$ cat config.mk
export PLATFORM = sky130hd
export DESIGN_NAME = index_yes_manifest_parser_unit
export DESIGN_NICKNAME = d
export VERILOG_FILES = /design/src/rtl/iymp_pkg.sv /design/src/rtl/index_yes_manifest_parser_unit.sv /design/src/rtl/iymp_byte_class.sv /design/src/rtl/iymp_line_fsm.sv /design/src/rtl/iymp_mask_unit.sv
export SDC_FILE = /design/constraint.sdc
export NUM_CORES = 1
export LEC_CHECK = 0
export BUFFER_PORTS_ARGS = -buffer_cell sky130_fd_sc_hd__buf_4
export CAP_MARGIN = 30
export CELL_PAD_IN_SITES_DETAIL_PLACEMENT = 2
export CELL_PAD_IN_SITES_GLOBAL_PLACEMENT = 2
export CORE_ASPECT_RATIO = 2
export CORE_MARGIN = 2
export CORE_UTILIZATION = 38
export DETAILED_ROUTE_END_ITERATION = 12
export GPL_ROUTABILITY_DRIVEN = 0
export GPL_TIMING_DRIVEN = 0
export PLACE_DENSITY = 0.91
export SETUP_SLACK_MARGIN = 0.1
export SYNTH_ARGS = -nofsm -noshare
export SYNTH_HDL_FRONTEND = slang
export SYNTH_HIERARCHICAL = 1
export SYNTH_SLANG_ARGS = --single-unit
$ cat constraint.sdc
create_clock -name clock -period 5.21 [get_ports clock]
set_input_delay 1.042 -clock clock [delete_from_list [all_inputs] [get_ports clock]]
set_output_delay 1.042 -clock clock [all_outputs]
set_load 0.01 [all_outputs]
$ cat src/rtl/iymp_pkg.sv
package iymp_pkg;

   // line parser phases, one-hot
   typedef enum logic [5:0] {
      PH_LEAD   = 6'b000001,
      PH_DIGITS = 6'b000010,
      PH_POST   = 6'b000100,
      PH_SEEK   = 6'b001000,
      PH_VALUE  = 6'b010000,
      PH_SKIP   = 6'b100000
   } phase_type;

   localparam logic [7:0] CH_CR     = 8'h0D;
   localparam logic [7:0] CH_LF     = 8'h0A;
   localparam logic [7:0] CH_SPACE  = 8'h20;
   localparam logic [7:0] CH_TAB    = 8'h09;
   localparam logic [7:0] CH_VT     = 8'h0B;
   localparam logic [7:0] CH_FF     = 8'h0C;
   localparam logic [7:0] CH_EQUALS = 8'h3D;
   localparam logic [7:0] CH_QUOTE  = 8'h22;
   localparam logic [7:0] CH_ZERO   = 8'h30;
   localparam logic [7:0] CH_NINE   = 8'h39;
   localparam logic [7:0] CH_UPPER_A = 8'h41;
   localparam logic [7:0] CH_UPPER_Z = 8'h5A;
   localparam logic [7:0] CASE_OFFSET = 8'h20;
   localparam logic [7:0] CH_Y      = 8'h79;
   localparam logic [7:0] CH_E      = 8'h65;
   localparam logic [7:0] CH_S      = 8'h73;

   localparam logic [2:0] VALUE_LEN_MATCH = 3'd3;
   localparam logic [2:0] VALUE_LEN_SAT   = 3'd4;

   // decoded view of one text byte
   typedef struct packed {
      logic       is_digit;
      logic [3:0] digit;
      logic       is_blank;
      logic       is_eol;
      logic       is_quote;
      logic       is_equals;
      logic [7:0] lower;
   } char_class_type;

   // update request from the line parser to the mask register
   typedef struct packed {
      logic commit;
      logic set_bit;
      logic flush;
   } mask_cmd_type;

   // expected letters of the value "yes"
   function automatic logic [7:0] word_char(logic [1:0] pos);
      logic [7:0] ch;
      case (pos)
         2'd0:    ch = CH_Y;
         2'd1:    ch = CH_E;
         default: ch = CH_S;
      endcase
      return ch;
   endfunction

   // x*10 + d with 32-bit wraparound, as shifts and adds
   function automatic logic [31:0] mul10_add(logic [31:0] x, logic [3:0] d);
      return {x[28:0], 3'b000} + {x[30:0], 1'b0} + {28'd0, d};
   endfunction

endpackage

$ cat src/rtl/index_yes_manifest_parser_unit.sv
// Path: a transferred byte enters the input register and is parsed as it leaves it; for a final byte
//   the mask is loaded into the response register at that point and shows on rsp_.
// Throughput: one byte per cycle; only a final byte waits while a response is stalled.
// Reset: synchronous, active high; parser returns to start of line, mask clears,
//   both valid flags drop and req_stall is held high while reset is asserted.
module index_yes_manifest_parser_unit #(
   parameter int ENTRY_COUNT = 64
) (
   input  logic        clock,
   input  logic        reset,
   input  logic        req_valid,
   output logic        req_stall,
   input  logic [7:0]  req_text_byte,
   input  logic        req_final_byte,
   output logic        rsp_valid,
   input  logic        rsp_stall,
   output logic [63:0] rsp_selected_mask
);

   localparam int IDX_W = (ENTRY_COUNT > 1) ? $clog2(ENTRY_COUNT) : 1;

   // input register
   logic       s1_valid_ff, s1_valid_in;
   logic [7:0] s1_byte_ff;
   logic       s1_final_ff;

   // result register
   logic        rsp_valid_ff, rsp_valid_in;
   logic [63:0] rsp_mask_ff;

   logic req_xfer;
   logic s1_fire;

   iymp_pkg::char_class_type cls;
   iymp_pkg::mask_cmd_type   cmd;
   logic [IDX_W-1:0]         entry_index;
   logic [ENTRY_COUNT-1:0]   mask_next;

   // a non-final byte never touches the result register, so it always moves on;
   // a final byte must wait until the result register is free
   assign s1_fire   = s1_valid_ff && !(s1_final_ff && rsp_valid_ff && rsp_stall);
   assign req_stall = reset || (s1_valid_ff && !s1_fire);
   assign req_xfer  = req_valid && !req_stall;

   always_comb begin
      if (req_xfer) begin
         s1_valid_in = 1'b1;
      end else if (s1_fire) begin
         s1_valid_in = 1'b0;
      end else begin
         s1_valid_in = s1_valid_ff;
      end
   end

   always_ff @(posedge clock) begin
      if (reset) begin
         s1_valid_ff <= 1'b0;
      end else begin
         s1_valid_ff <= s1_valid_in;
      end
   end

   always_ff @(posedge clock) begin
      if (req_xfer) begin
         s1_byte_ff  <= req_text_byte;
         s1_final_ff <= req_final_byte;
      end
   end

   // byte decode
   iymp_byte_class u_class (
      .text_byte (s1_byte_ff),
      .cls       (cls)
   );

   // line state and index accumulator
   iymp_line_fsm #(
      .ENTRY_COUNT (ENTRY_COUNT),
      .IDX_W       (IDX_W)
   ) u_fsm (
      .clock       (clock),
      .reset       (reset),
      .fire        (s1_fire),
      .final_byte  (s1_final_ff),
      .cls         (cls),
      .cmd         (cmd),
      .entry_index (entry_index)
   );

   // selection mask; cleared after the final byte of each buffer
   iymp_mask_unit #(
      .ENTRY_COUNT (ENTRY_COUNT),
      .IDX_W       (IDX_W)
   ) u_mask (
      .clock       (clock),
      .reset       (reset),
      .fire        (s1_fire),
      .cmd         (cmd),
      .entry_index (entry_index),
      .mask_next   (mask_next)
   );

   // response register: loads on a final byte, drops after its transfer
   always_comb begin
      if (s1_fire && s1_final_ff) begin
         rsp_valid_in = 1'b1;
      end else if (!rsp_stall) begin
         rsp_valid_in = 1'b0;
      end else begin
         rsp_valid_in = rsp_valid_ff;
      end
   end

   always_ff @(posedge clock) begin
      if (reset) begin
         rsp_valid_ff <= 1'b0;
      end else begin
         rsp_valid_ff <= rsp_valid_in;
      end
   end

   always_ff @(posedge clock) begin
      if (s1_fire && s1_final_ff) begin
         rsp_mask_ff <= 64'(mask_next);
      end
   end

   assign rsp_valid         = rsp_valid_ff;
   assign rsp_selected_mask = rsp_mask_ff;

endmodule

$ cat src/rtl/iymp_byte_class.sv
module iymp_byte_class (
   input  logic [7:0]              text_byte,
   output iymp_pkg::char_class_type cls
);

   always_comb begin
      cls.is_digit  = (text_byte >= iymp_pkg::CH_ZERO) && (text_byte <= iymp_pkg::CH_NINE);
      cls.digit     = text_byte[3:0];
      cls.is_blank  = (text_byte == iymp_pkg::CH_SPACE) || (text_byte == iymp_pkg::CH_TAB) ||
                      (text_byte == iymp_pkg::CH_VT) || (text_byte == iymp_pkg::CH_FF);
      cls.is_eol    = (text_byte == iymp_pkg::CH_CR) || (text_byte == iymp_pkg::CH_LF);
      cls.is_quote  = (text_byte == iymp_pkg::CH_QUOTE);
      cls.is_equals = (text_byte == iymp_pkg::CH_EQUALS);
      if ((text_byte >= iymp_pkg::CH_UPPER_A) && (text_byte <= iymp_pkg::CH_UPPER_Z)) begin
         cls.lower = text_byte + iymp_pkg::CASE_OFFSET;
      end else begin
         cls.lower = text_byte;
      end
   end

endmodule

$ cat src/rtl/iymp_line_fsm.sv
module iymp_line_fsm #(
   parameter int ENTRY_COUNT = 64,
   parameter int IDX_W       = 6
) (
   input  logic                     clock,
   input  logic                     reset,
   input  logic                     fire,
   input  logic                     final_byte,
   input  iymp_pkg::char_class_type cls,
   output iymp_pkg::mask_cmd_type   cmd,
   output logic [IDX_W-1:0]         entry_index
);

   iymp_pkg::phase_type phase_ff, phase_in, step_phase;
   logic [31:0] index_ff, index_in, step_index;
   logic [2:0]  len_ff, len_in, step_len;
   logic        match_ff, match_in, step_match;
   logic        commit_cur;

   always_comb begin
      step_phase = phase_ff;
      step_index = index_ff;
      step_len   = len_ff;
      step_match = match_ff;
      commit_cur = 1'b0;
      if (cls.is_eol) begin
         commit_cur = (phase_ff == iymp_pkg::PH_VALUE);
         step_phase = iymp_pkg::PH_LEAD;
         step_index = '0;
         step_len   = '0;
         step_match = 1'b1;
      end else begin
         case (phase_ff)
            iymp_pkg::PH_LEAD: begin
               if (cls.is_digit) begin
                  step_index = {28'd0, cls.digit};
                  step_phase = iymp_pkg::PH_DIGITS;
               end else if (!cls.is_blank) begin
                  step_phase = iymp_pkg::PH_SKIP;
               end
            end
            iymp_pkg::PH_DIGITS: begin
               if (cls.is_digit) begin
                  step_index = iymp_pkg::mul10_add(index_ff, cls.digit);
               end else if (cls.is_blank) begin
                  step_phase = iymp_pkg::PH_POST;
               end else if (cls.is_equals) begin
                  step_phase = (index_ff < 32'(ENTRY_COUNT)) ? iymp_pkg::PH_SEEK
                                                            : iymp_pkg::PH_SKIP;
               end else begin
                  step_phase = iymp_pkg::PH_SKIP;
               end
            end
            iymp_pkg::PH_POST: begin
               if (cls.is_equals) begin
                  step_phase = (index_ff < 32'(ENTRY_COUNT)) ? iymp_pkg::PH_SEEK
                                                            : iymp_pkg::PH_SKIP;
               end else if (!cls.is_blank) begin
                  step_phase = iymp_pkg::PH_SKIP;
               end
            end
            iymp_pkg::PH_SEEK: begin
               if (cls.is_quote) begin
                  step_len   = '0;
                  step_match = 1'b1;
                  step_phase = iymp_pkg::PH_VALUE;
               end
            end
            iymp_pkg::PH_VALUE: begin
               if (cls.is_quote) begin
                  commit_cur = 1'b1;
                  step_phase = iymp_pkg::PH_SKIP;
               end else begin
                  if ((len_ff < iymp_pkg::VALUE_LEN_MATCH) &&
                      (cls.lower != iymp_pkg::word_char(len_ff[1:0]))) begin
                     step_match = 1'b0;
                  end
                  if (len_ff < iymp_pkg::VALUE_LEN_SAT) begin
                     step_len = len_ff + 3'd1;
                  end
               end
            end
            default: begin
               step_phase = iymp_pkg::PH_SKIP;
            end
         endcase
      end
   end

   // at most one commit per byte: quote/eol uses the old value, end of buffer the new one
   always_comb begin
      cmd.flush   = final_byte;
      cmd.commit  = 1'b0;
      cmd.set_bit = 1'b0;
      if (commit_cur) begin
         cmd.commit  = 1'b1;
         cmd.set_bit = (len_ff == iymp_pkg::VALUE_LEN_MATCH) && match_ff;
      end else if (final_byte && (step_phase == iymp_pkg::PH_VALUE)) begin
         cmd.commit  = 1'b1;
         cmd.set_bit = (step_len == iymp_pkg::VALUE_LEN_MATCH) && step_match;
      end
   end

   assign entry_index = index_ff[IDX_W-1:0];

   always_comb begin
      if (final_byte) begin
         phase_in = iymp_pkg::PH_LEAD;
         index_in = '0;
         len_in   = '0;
         match_in = 1'b1;
      end else begin
         phase_in = step_phase;
         index_in = step_index;
         len_in   = step_len;
         match_in = step_match;
      end
   end

   always_ff @(posedge clock) begin
      if (reset) begin
         phase_ff <= iymp_pkg::PH_LEAD;
         index_ff <= '0;
         len_ff   <= '0;
         match_ff <= 1'b1;
      end else if (fire) begin
         phase_ff <= phase_in;
         index_ff <= index_in;
         len_ff   <= len_in;
         match_ff <= match_in;
      end
   end

endmodule

$ cat src/rtl/iymp_mask_unit.sv
module iymp_mask_unit #(
   parameter int ENTRY_COUNT = 64,
   parameter int IDX_W       = 6
) (
   input  logic                   clock,
   input  logic                   reset,
   input  logic                   fire,
   input  iymp_pkg::mask_cmd_type cmd,
   input  logic [IDX_W-1:0]       entry_index,
   output logic [ENTRY_COUNT-1:0] mask_next
);

   logic [ENTRY_COUNT-1:0] mask_ff, mask_in;

   always_comb begin
      mask_next = mask_ff;
      for (int i = 0; i < ENTRY_COUNT; i++) begin
         if (cmd.commit && (entry_index == IDX_W'(i))) begin
            mask_next[i] = cmd.set_bit;
         end
      end
      mask_in = cmd.flush ? '0 : mask_next;
   end

   always_ff @(posedge clock) begin
      if (reset) begin
         mask_ff <= '0;
      end else if (fire) begin
         mask_ff <= mask_in;
      end
   end

endmodule

## Yosys cells after proc, flatten, opt, wreduce, memory -nomap -nowiden

Index checks and enable logic that the tools add are counted.

- Flip-flop bits (word level): 181
- Output and inout port bits: 66
- Word-level logic and storage cells: 302

- Add/sub/neg operators: 4
- Magnitude comparators: 7
- Eq/ne operators: 84
- Multiplexer cells: 108
- Reductions and logical operators: 89

Operator list:

| operator | count |
|---|---|
| $eq 6x6->1 const B | 32 |
| $mux 32 | 4 |
| $eq 6x5->1 const B | 18 |
| $logic_and 1x1->1 | 76 |
| $mux 1 | 76 |
| $mux 6 | 11 |
| $mux 64 | 1 |
| $pmux 32 s2 | 1 |
| $eq 6x4->1 const B | 9 |
| $eq 8x4->1 const B | 5 |
| $add 32x32->32 | 1 |
| $add 32x4->32 | 1 |
| $lt 32x7->1 const B | 1 |
| $mux 8 | 4 |
| $eq 6x3->1 const B | 5 |
| $pmux 6 s5 | 1 |
| $eq 8x6->1 const B | 3 |
| $eq 6x2->1 const B | 3 |
| $mux 3 | 5 |
| $eq 6x1->1 const B | 2 |
| $pmux 5 s2 | 1 |
| $add 8x6->8 const B | 1 |
| $ge 8x6->1 const B | 1 |
| $ge 8x7->1 const B | 1 |
| other kinds (20) | 29 |

## Logic depth before layout (Yosys ltp)

Gate-level depths: netlist of run 1.

- Word-level depth: 17
- Depth in mapped cells: 16
- Gate-level depth less buffers: 14

## By module

Netlist of run 1, hierarchy kept.

By module, submodules not included:

| module | instances | cells an instance | area each (sq um) | sequential area each (sq um) |
|---|---|---|---|---|
| iymp_mask_unit | 1 | 643 | 4523.1 | 1281.2 |
| iymp_line_fsm | 1 | 501 | 4082.7 | 840.8 |
| index_yes_manifest_parser_unit | 1 | 86 | 2298.5 | 2232.1 |
| iymp_byte_class | 1 | 41 | 276.5 | 0.0 |

## Least setup slack after synthesis of run 1

Ideal clock, no wire load.

- Path kind: input -> register
- Start point: in rsp_stall
- End point: reg rsp_mask_ff[0] (netlist: rsp_selected_mask[0]), enable pin
- Library setup time: 0.507 ns
- Data arrival time: 4.173 ns
- Data required time: 4.703 ns
- Path slack: 0.530 ns
- Cell stages on the path: 1
- Path buffers: 0
- Cell sequence: a21oi_1

- Longest elaborated chain between the ends: 4

Ends and longest elaborated chain:

| item | RTL line | source |
|---|---|---|
| start, declared | index_yes_manifest_parser_unit.sv:16 | `input logic rsp_stall,` |
| $logic_and 1x1->1 | index_yes_manifest_parser_unit.sv:41 | `assign s1_fire = s1_valid_ff && !(s1_final_ff && rsp_valid_ff && rsp_stall);` |
| $logic_not 1->1 | index_yes_manifest_parser_unit.sv:41 |  |
| $logic_and 1x1->1 | index_yes_manifest_parser_unit.sv:41 |  |
| $logic_and 1x1->1 | index_yes_manifest_parser_unit.sv:123 | `if (s1_fire && s1_final_ff) begin` |
| end signal, assigned | index_yes_manifest_parser_unit.sv:124 | `rsp_mask_ff <= 64'(mask_next);` |
| end, declared | index_yes_manifest_parser_unit.sv:29 | `logic [63:0] rsp_mask_ff;` |

Every way passes these cells.
A chain may end at the register's enable or synchronous reset.

==> impl_metrics.env, run 1 <==
export IMPL_grt_start_max_net_pins=34
export IMPL_die_x_um=125
export IMPL_initial_core_util_pct=38.6
export IMPL_p_per_area_nw_per_um2=228
export IMPL_clock_path_buffers=2
export IMPL_fill_cells=3210
export IMPL_route_detailed_drc=0
export IMPL_synth_cells=1271
export IMPL_crit_type="reg -> reg"
export IMPL_min_period_over_period_pct=84.4
export IMPL_via_per_inst=6.24
export IMPL_p_seq_share_pct=50.5
export IMPL_synth_flop_cell="dfxtp_1"
export IMPL_die_h_um=247
export IMPL_fp_row_count=88
export IMPL_p_sw_share_pct=26.4
export IMPL_path_delay_family="simple AND/OR/NAND/NOR gates"
export IMPL_yosys_cell_types_count=80
export IMPL_post_cts_buffers=0
export IMPL_ys_async_sr_fraction_pct=0
export IMPL_final_area_sq_um=12900
export IMPL_power_internal_w=0.00216
export IMPL_critPathBufInv=2
export IMPL_cellLeakagePower_nw=5.54
export IMPL_num_antenna_cells=0
export IMPL_required_ns=5.52
export IMPL_syn_avg_cell_area_sq_um=8.80
export IMPL_cts_hold_buffers=0
export IMPL_final_cell_mix="nand3_1 (207), nand2_1 (180), dfxtp_1 (108), buf_4 (99), o21ai_0 (88)"
export IMPL_core_sq_um=29000
export IMPL_hold_viol=0
export IMPL_finalWirelength_mm=45.0
export IMPL_io_buffers=78
export IMPL_p_clk_share_pct=44.7
export IMPL_p_comb_share_pct=4.8
export IMPL_synth_edf_count=73
export IMPL_syn2layout_area_growth_pct=15.1
export IMPL_drt_iter0_markers=655
export IMPL_hp_class="reg -> reg"
export IMPL_clock_skew_ns=0.00703
export IMPL_startpoint_type="flop"
export IMPL_htree_levels=4
export IMPL_slew_headroom_pct=21.7
export IMPL_drive_gt1_share_pct=15.7
export IMPL_cp_slowest_cell="clkbuf_1"
export IMPL_synth_area_sq_um=11200
export IMPL_timing_fmax_ghz=0.227
export IMPL_dpl_cell_area_sq_um=12300
export IMPL_cp_depth=12
export IMPL_fin_setup_tns_ns=0
export IMPL_synth_fp_nets=1349
export IMPL_cts_root_buf="clkbuf_16"
export IMPL_clkSinkCount=181
export IMPL_final_nets=1450
export IMPL_grt_pass1_vias=12188
export IMPL_worstRegToRegCells=12
export IMPL_grt_usage_pct=29.1
export IMPL_ant_nets=0
export IMPL_ios=79
export IMPL_clkSlewWorstSetupHoldPaths_ns=0.08
export IMPL_maxCapViolCount=0
export IMPL_tightestPinTransition_ns=1.17
export IMPL_antenna_found_initial=0
export IMPL_setup_viol=0
export IMPL_dr_pass1_iters=5
export IMPL_path_max_fanout=10
export IMPL_max_vdd_ir_drop_mv=0.189
export IMPL_dieArea_sq_um=30900
export IMPL_path_cells="nor2_1 -> nand2_1 -> or3_1 -> nor2_1 -> nand4b_1 -> o21ai_0 -> nand4_1 -> o31ai_1 -> clkbuf_1 -> clkbuf_1 -> nand3_1 -> nand2_1"
export IMPL_cts_tree="done"
export IMPL_crit_path_end_kind="flop"
export IMPL_dr_total_vias=10888
export IMPL_rsz0062_at_grt="false"
export IMPL_arrival_ns=4.71
export IMPL_p_sw_w=0.000777
export IMPL_overflow=0
export IMPL_outcome="finished, final reports clean"
export IMPL_cts_repair_resized=0
export IMPL_synth_seq_cells=181
export IMPL_cts_buffers_inserted=17
export IMPL_min_period_ns=4.40
export IMPL_ff_latch_area_sq_um=4350
export IMPL_clock_latency_ns=0.47
export IMPL_finalMaxSlewViolations=0
export IMPL_hold_path_depth=2
export IMPL_final_common_cell="nand3_1"
export IMPL_place_detailed_hpwl_mm=33.2
export IMPL_cpPeakStageDelay_ns=0.68
export IMPL_route_detailed_wl_per_inst_um=25.8
export IMPL_grt_pass1_wl_mm=69.5
export IMPL_multi_input_area_sq_um=6140
export IMPL_yosysWarnings=6
export IMPL_synth_seq_area_share_pct=38.9
## synth_stat cells (all sizes together) (12+ instances only)
cell    number  area share, %
ha          63            7.1
clkbuf      64            2.2
xor2        16            1.3
buf         61            3.6
o211ai      73            5.8
edfxtp      73             20
a22oi       13           0.87
nor2        46            1.7
nand2      180            6.0
nand3      207            9.3
dfxtp      108             19
xnor2       15            1.2
nor4        12           0.94
a21oi       51            2.4
inv         16           0.54
o21ai      104            4.7
## power by group through the flow
stage          Clock (W)  Sequential (W)  Combinational, W
3_5_place_dp           0         0.00152          0.000136
2_1_floorplan          0         0.00152         0.0000793
3_3_place_gp           0         0.00152          0.000127
6_report         0.00131         0.00148          0.000141
5_1_grt          0.00139         0.00149          0.000149
4_1_cts          0.00133         0.00149          0.000139
## metrics by stage
stage,hold WS [ns],setup WS [ns],util (%),instances,power [W]
after detailed placement,0.469,1.02,42.3,1711,0.00165
final,0.488,0.810,44.5,1745,0.00294
after floorplan,0.442,0.530,-,1271,0.00160
after global placement,0.451,-0.515,42.2,1709,0.00165
after CTS,0.480,0.885,44.4,1743,0.00296
after global routing,0.509,0.531,44.5,1745,0.00303
## registers in the layout, summed over array words and instances (netlist names)
signal,cells
u_fsm/phase_ff,6
u_fsm/len_ff,3
u_fsm/match_ff,1
u_fsm/index_ff,32
s1_byte_ff,8
s1_final_ff,1
rsp_selected_mask,64
rsp_valid,1
u_mask/mask_ff,64
s1_valid_ff,1
## cell type report
class | instances | share of cell area [%]
Clock inverter | 15 | 1.25
Timing Repair Buffer | 82 | 4.96
Tap cell | 360 | 3.50
Inverter | 16 | 0.467
Clock buffer | 17 | 3.30
Multi-Input combinational cell | 949 | 47.7
Buffer | 125 | 5.00
Sequential cell | 181 | 33.8
## cell families (layout without fill, tap and decap cells)
family	count (synthesis)	count (layout)	synth area share, %
and+or+nand+nor	544	544	25.9
AOI/OAI and AO/OA	303	303	18.5
adders and majority gates	65	65	7.41
xor gates and xnor gates	31	31	2.43
muxes	6	6	0.537
buffers and inverters	141	255	6.29
DFF	181	181	38.9
## path summary, 6_finish.rpt
path | startpoint | to | slack (ns)
worst min register to register | u_mask/mask_ff[27] | u_mask/mask_ff[27] | 0.49
worst min-delay path | u_mask/mask_ff[27] | u_mask/mask_ff[27] | 0.49
worst max register to register | s1_byte_ff[6] | rsp_selected_mask[44] | 0.81
worst max-delay path | s1_byte_ff[6] | rsp_selected_mask[44] | 0.81
## layer usage
metal / GRT usage [%] / vias to the layer above / part of all wire (%)
li1: - / 4880 / -
met3: 4.50 / 181 / 3.2
met2: 56.6 / 349 / 55
met5: 0 / - / 0
met4: 22.5 / 0 / 8.4
met1: 26.2 / 5478 / 33
## worst register-to-register path, cell delays in order, from the launching register on
cell and delay [ns]:
edfxtp_1 0.48, nor2_1 0.18, nand2_1 0.11, or3_1 0.36, nor2_1 0.41, nand4b_1 0.38, o21ai_0 0.19, nand4_1 0.15
o31ai_1 0.37, clkbuf_1 0.57, clkbuf_1 0.69, nand3_1 0.18, nand2_1 0.18
(Power assumes the default switching activity.)
==> run 2, diff against run 1 <==
--- a/config.mk
+++ b/config.mk
@@ -11,11 +11,11 @@
 export CELL_PAD_IN_SITES_GLOBAL_PLACEMENT = 2
 export CORE_ASPECT_RATIO = 2
 export CORE_MARGIN = 2
-export CORE_UTILIZATION = 38
+export CORE_UTILIZATION = 34
 export DETAILED_ROUTE_END_ITERATION = 12
 export GPL_ROUTABILITY_DRIVEN = 0
 export GPL_TIMING_DRIVEN = 0
-export PLACE_DENSITY = 0.91
+export PLACE_DENSITY = 0.87
 export SETUP_SLACK_MARGIN = 0.1
 export SYNTH_ARGS = -nofsm -noshare
 export SYNTH_HDL_FRONTEND = slang
==> constraint.sdc (replaced) <==
create_clock -name clock -period 3.7 [get_ports clock]
set_input_delay 0.74 -clock clock [delete_from_list [all_inputs] [get_ports clock]]
set_output_delay 0.74 -clock clock [all_outputs]
set_load 0.01 [all_outputs]
==> run 2 against run 1 <==
Effect of this change:
- final area rose by 2.6%
- maximum frequency grew 27%
- wire length fell by 1.6%
- worst setup slack worse by 0.56 ns
- largest cell class unchanged
- largest power group unchanged
- highest routed layer unchanged
==> impl_metrics.env, run 2 (same netlist as run 1, synthesis figures left out) <==
export IMPL_outcome="finished, final reports clean"
export IMPL_dr_total_vias=10796
export IMPL_min_period_over_period_pct=93.3
export IMPL_route_detailed_wl_per_inst_um=24.2
export IMPL_final_common_cell="nand3_1"
export IMPL_die_h_um=260
export IMPL_num_antenna_cells=0
export IMPL_final_cell_mix="nand3_1 (207), nand2_1 (180), buf_4 (117), dfxtp_1 (108), o21ai_0 (87)"
export IMPL_p_per_area_nw_per_um2=314
export IMPL_timing_fmax_ghz=0.290
export IMPL_tightestPinTransition_ns=0.902
export IMPL_hold_path_depth=1
export IMPL_fin_util_pct=40.4
export IMPL_ant_nets=0
export IMPL_cts_hold_buffers=0
export IMPL_syn2layout_area_growth_pct=18.1
export IMPL_route_detailed_drc=0
export IMPL_grt_start_max_net_pins=33
export IMPL_crit_type="reg -> reg"
export IMPL_max_vdd_ir_drop_mv=0.325
export IMPL_clock_latency_ns=0.46
export IMPL_finalMaxSlewViolations=0
export IMPL_drive_gt1_share_pct=18.3
export IMPL_worstRegToRegCells=13
export IMPL_overflow=0
export IMPL_required_ns=4.02
export IMPL_initial_core_util_pct=34.2
export IMPL_finalWirelength_mm=44.3
export IMPL_hold_viol=0
export IMPL_die_x_um=132
export IMPL_startpoint_type="flop"
export IMPL_setup_ws_ns=0.248
export IMPL_ios=79
export IMPL_clkSlewWorstSetupHoldPaths_ns=0.07
export IMPL_cts_root_buf="clkbuf_16"
export IMPL_drt_iter0_markers=511
export IMPL_rsz0062_at_grt="false"
export IMPL_ff_latch_area_sq_um=4350
export IMPL_dieArea_sq_um=34400
export IMPL_fill_cells=3672
export IMPL_dr_pass1_iters=5
export IMPL_grt_usage_pct=25.8
export IMPL_cellLeakagePower_nw=5.69
export IMPL_place_detailed_hpwl_mm=33.3
export IMPL_crit_path_end_kind="flop"
export IMPL_hp_class="in -> reg"
export IMPL_dpl_cell_area_sq_um=12400
export IMPL_via_per_inst=5.89
export IMPL_htree_levels=4
export IMPL_maxCapViolCount=0
export IMPL_antenna_found_initial=0
export IMPL_min_period_ns=3.45
export IMPL_setup_viol=0
export IMPL_grt_pass1_vias=11981
export IMPL_multi_input_area_sq_um=6210
export IMPL_slew_headroom_pct=39.6
export IMPL_p_total_w=0.00415
export IMPL_clock_skew_ns=0.00637
export IMPL_fp_row_count=94
export IMPL_clock_path_buffers=2
export IMPL_final_area_sq_um=13200
export IMPL_arrival_ns=3.77
export IMPL_place_ws_ns=-0.720
export IMPL_core_sq_um=32700
export IMPL_io_buffers=78
export IMPL_cts_tree="done"
export IMPL_clkSinkCount=181
export IMPL_final_nets=1467
export IMPL_cts_buffers_inserted=17
export IMPL_path_max_fanout=10
export IMPL_grt_pass1_wl_mm=68.5
==> run 2: worst max-delay path: stages (launching register included) <==
cell and delay [ns]:
edfxtp_1 0.48, or3b_4 0.47, o22ai_2 0.23, nand4_1 0.14, xnor2_1 0.16, and4b_1 0.24
o211ai_1 0.15, nand4b_4 0.14, a21oi_2 0.08, o31ai_4 0.26, clkbuf_4 0.32, clkbuf_2 0.36
nand3_1 0.13, nand2_1 0.13
==> run 2: routing by layer <==
metal  GRT usage (%)  wire (um)  vias up
met5               0          0        -
met2            49.9      24800      291
met4            21.5       3600        0
li1                -          -     4914
met1            23.4      14600     5444
met3            3.50       1250      147
==> run 2: stage by stage <==
| step | setup TNS (ns) | hold slack, ns | cells |
|---|---|---|---|
| after floorplan | 0 | 0.442 | 1271 |
| after global routing | 0 | 0.431 | 1834 |
| after detailed placement | -42.31 | 0.474 | 1785 |
| final | 0 | 0.449 | 1834 |
| after CTS | 0 | 0.428 | 1821 |
| after global placement | -29.97 | 0.450 | 1781 |
==> run 2: path summary, 6_finish.rpt <==
| kind | end | from | slack [ns] |
|---|---|---|---|
| min | s1_byte_ff[3] | req_text_byte[3] | 0.45 |
| min reg2reg | u_mask/mask_ff[29] | u_mask/mask_ff[29] | 0.48 |
| max reg2reg | rsp_selected_mask[29] | s1_byte_ff[2] | 0.25 |
| max | rsp_selected_mask[29] | s1_byte_ff[2] | 0.25 |
==> run 2: repair_timing <==
action / in CTS / in global routing
cloned: 0 / 1
gates resized for setup: 20 / 18
endpoints found under the setup margin: 128 / 134
setup buffers: 4 / 12
pin swaps: 1 / 0
==> run 2: layout make-up <==
cell class                 count  share of cell area [%]
sequential                   181                    33.0
timing repair buffer          99                    5.87
clock inverter                15                    1.22
inverter                      16                   0.455
tap                          432                    4.09
multi-input combinational    949                    47.0
buffer                       125                    5.18
clock buffer                  17                    3.22
==> run 2: power by group <==
group,switching (W),internal (W),leakage (nW)
logic,0.000140,0.0000722,3.75
clock network,0.000943,0.000906,0.286
registers,0.0000109,0.00208,1.65
==> run 3, diff against run 2 <==
--- a/config.mk
+++ b/config.mk
@@ -6,16 +6,16 @@
 export NUM_CORES = 1
 export LEC_CHECK = 0
 export BUFFER_PORTS_ARGS = -buffer_cell sky130_fd_sc_hd__buf_4
-export CAP_MARGIN = 30
+export CAP_MARGIN = 15
 export CELL_PAD_IN_SITES_DETAIL_PLACEMENT = 2
 export CELL_PAD_IN_SITES_GLOBAL_PLACEMENT = 2
 export CORE_ASPECT_RATIO = 2
 export CORE_MARGIN = 2
-export CORE_UTILIZATION = 34
+export CORE_UTILIZATION = 38
 export DETAILED_ROUTE_END_ITERATION = 12
 export GPL_ROUTABILITY_DRIVEN = 0
 export GPL_TIMING_DRIVEN = 0
-export PLACE_DENSITY = 0.87
+export PLACE_DENSITY = 0.91
 export SETUP_SLACK_MARGIN = 0.1
 export SYNTH_ARGS = -nofsm -noshare
 export SYNTH_HDL_FRONTEND = slang
==> constraint.sdc (replaced) <==
create_clock -name clock -period 3.8 [get_ports clock]
set_input_delay 0.76 -clock clock [delete_from_list [all_inputs] [get_ports clock]]
set_output_delay 0.76 -clock clock [all_outputs]
set_load 0.01 [all_outputs]
==> run 3 against run 2 <==
Effect of this change:
- first-iteration DRC count increased by 41%
- sequential cell count unchanged
- register-to-register slack lost 0.08 ns
- final cell count is 4.3% lower
- worst hold slack better by 0.025 ns
- critical endpoint is now rsp_selected_mask[45]
- highest routed layer unchanged
==> impl_metrics.env, run 3 (same netlist as run 1, synthesis figures left out) <==
export IMPL_outcome="finished, final reports clean"
export IMPL_required_ns=4.12
export IMPL_cts_tree="done"
export IMPL_p_seq_share_pct=50.2
export IMPL_dr_pass1_iters=5
export IMPL_startpoint_type="flop"
export IMPL_max_vdd_ir_drop_mv=0.295
export IMPL_rrSetupSlack_ns=0.17
export IMPL_drive_gt1_share_pct=17.9
export IMPL_path_delay_family="simple AND/OR/NAND/NOR gates"
export IMPL_clock_skew_ns=0.0103
export IMPL_power_internal_w=0.00302
export IMPL_cts_hold_buffers=0
export IMPL_fill_cells=3208
export IMPL_finalWirelength_mm=46.1
export IMPL_p_per_area_nw_per_um2=311
export IMPL_drt_iter0_markers=721
export IMPL_tightestPinTransition_ns=1.11
export IMPL_finalMaxSlewViolations=0
export IMPL_final_common_cell="nand3_1"
export IMPL_min_period_over_period_pct=95.6
export IMPL_min_period_ns=3.63
export IMPL_final_cell_mix="nand3_1 (207), nand2_1 (180), buf_4 (111), dfxtp_1 (108), o21ai_0 (87)"
export IMPL_path_max_fanout=10
export IMPL_route_detailed_drc=0
export IMPL_p_clk_share_pct=44.8
export IMPL_grt_pass1_vias=12352
export IMPL_die_h_um=247
export IMPL_initial_core_util_pct=38.6
export IMPL_path_cells="or3b_4 -> o22ai_2 -> nand4_1 -> xnor2_1 -> and4b_1 -> o211ai_1 -> nand4b_4 -> a21oi_2 -> o31ai_2 -> clkbuf_4 -> buf_2 -> nand3_1 -> nand2_1"
export IMPL_r2r_start="s1_byte_ff[2]"
export IMPL_clock_latency_ns=0.46
export IMPL_holdPathEnd="s1_final_ff"
export IMPL_worstReg2RegEnd="rsp_selected_mask[45]"
export IMPL_clkSinkCount=181
export IMPL_cts_buffers_inserted=17
export IMPL_grt_usage_pct=29.9
export IMPL_hold_viol=0
export IMPL_p_comb_share_pct=5.0
export IMPL_cellLeakagePower_nw=5.66
export IMPL_route_detailed_wl_per_inst_um=26.3
export IMPL_syn2layout_area_growth_pct=16.8
export IMPL_arrival_ns=3.96
export IMPL_setup_viol=0
export IMPL_antenna_found_initial=0
export IMPL_rsz0062_at_grt="false"
export IMPL_p_sw_w=0.00103
export IMPL_cpPeakStageDelay_ns=0.49
export IMPL_fin_setup_tns_ns=0
export IMPL_setup_ws_ns=0.169
export IMPL_via_per_inst=6.30
export IMPL_ios=79
export IMPL_num_antenna_cells=0
export IMPL_crit_type="reg -> reg"
export IMPL_htree_levels=4
export IMPL_hp_start="req_final_byte"
export IMPL_p_sw_share_pct=25.5
export IMPL_overflow=0
export IMPL_clock_path_buffers=2
export IMPL_fin_util_pct=45.1
export IMPL_place_ws_ns=-0.583
export IMPL_die_x_um=125
export IMPL_hp_class="in -> reg"
export IMPL_cts_root_buf="clkbuf_16"
export IMPL_grt_pass1_wl_mm=71.6
export IMPL_whs_ns=0.473
export IMPL_cp_slowest_cell="edfxtp_1"
export IMPL_clkSlewWorstSetupHoldPaths_ns=0.08
export IMPL_final_nets=1461
export IMPL_worstRegToRegCells=13
export IMPL_dieArea_sq_um=30900
export IMPL_hold_path_depth=1
export IMPL_grt_start_max_net_pins=34
export IMPL_io_buffers=78
export IMPL_dr_total_vias=11069
export IMPL_core_sq_um=29000
export IMPL_fp_row_count=88
export IMPL_slew_headroom_pct=25.9
export IMPL_p_total_w=0.00406
export IMPL_critPathBufInv=2
export IMPL_maxCapViolCount=0
export IMPL_place_detailed_hpwl_mm=33.7
export IMPL_ant_nets=0
export IMPL_crit_path_end_kind="flop"
export IMPL_timing_fmax_ghz=0.275
[run 3: worst max path at each step]
stage | startpoint | end | slack, ns | cells past startpoint
3_3_place_gp | s1_byte_ff[6] | rsp_selected_mask[60] | -0.37 | 13
3_5_place_dp | s1_byte_ff[6] | rsp_selected_mask[60] | -0.58 | 13
4_1_cts | s1_byte_ff[6] | u_mask/mask_ff[45] | 0.11 | 14
2_1_floorplan | s1_byte_ff[3] | u_fsm/index_ff[31] | 0.76 | 10
5_1_grt | s1_byte_ff[2] | rsp_selected_mask[45] | 0.08 | 13
6_report | s1_byte_ff[2] | rsp_selected_mask[45] | 0.17 | 13
[run 3: layout make-up]
type	count	area [sq um]	share of cell area, %
Timing Repair Buffer	93	736	5.63
Clock inverter	15	159	1.22
Tap cell	360	450	3.45
Sequential cell	181	4350	33.3
Inverter	16	60.1	0.460
Multi-Input combinational cell	949	6190	47.4
Clock buffer	17	425	3.26
Buffer	125	679	5.20
[run 3: power groups by stage]
stage | clock [W] | combinational [W] | sequential, W
after detailed placement | 0 | 0.000188 | 0.00208
after floorplan | 0 | 0.000109 | 0.00208
after global routing | 0.00192 | 0.000216 | 0.00204
final | 0.00182 | 0.000203 | 0.00204
after global placement | 0 | 0.000175 | 0.00208
after CTS | 0.00185 | 0.000191 | 0.00204
[run 3: metal layers]
layer  track usage [%]  wire length, um  vias up  part of all wire [%]
li1                  -                -     4906                     -
met1              27.3            15300     5589                    33
met2              57.8            25200      375                    55
met3              4.34             1490      199                   3.2
met4              23.2             4090        0                   8.9
met5                 0                0        -                     0
[run 3: metrics by stage]
step           instances  instance area, sq um
6_report            1756                 13100
5_1_grt             1756                 13100
4_1_cts             1745                 12900
3_5_place_dp        1711                 12300
3_3_place_gp        1709                 12200
2_1_floorplan       1271                 11200
[run 3: timing repair]
| item | CTS | global route |
|---|---|---|
| hold endpoints to repair | 0 | 0 |
| setup endpoints to repair | 127 | 131 |
| pin swaps | 1 | 0 |
| setup buffers | 2 | 11 |
| gates resized for setup | 18 | 17 |
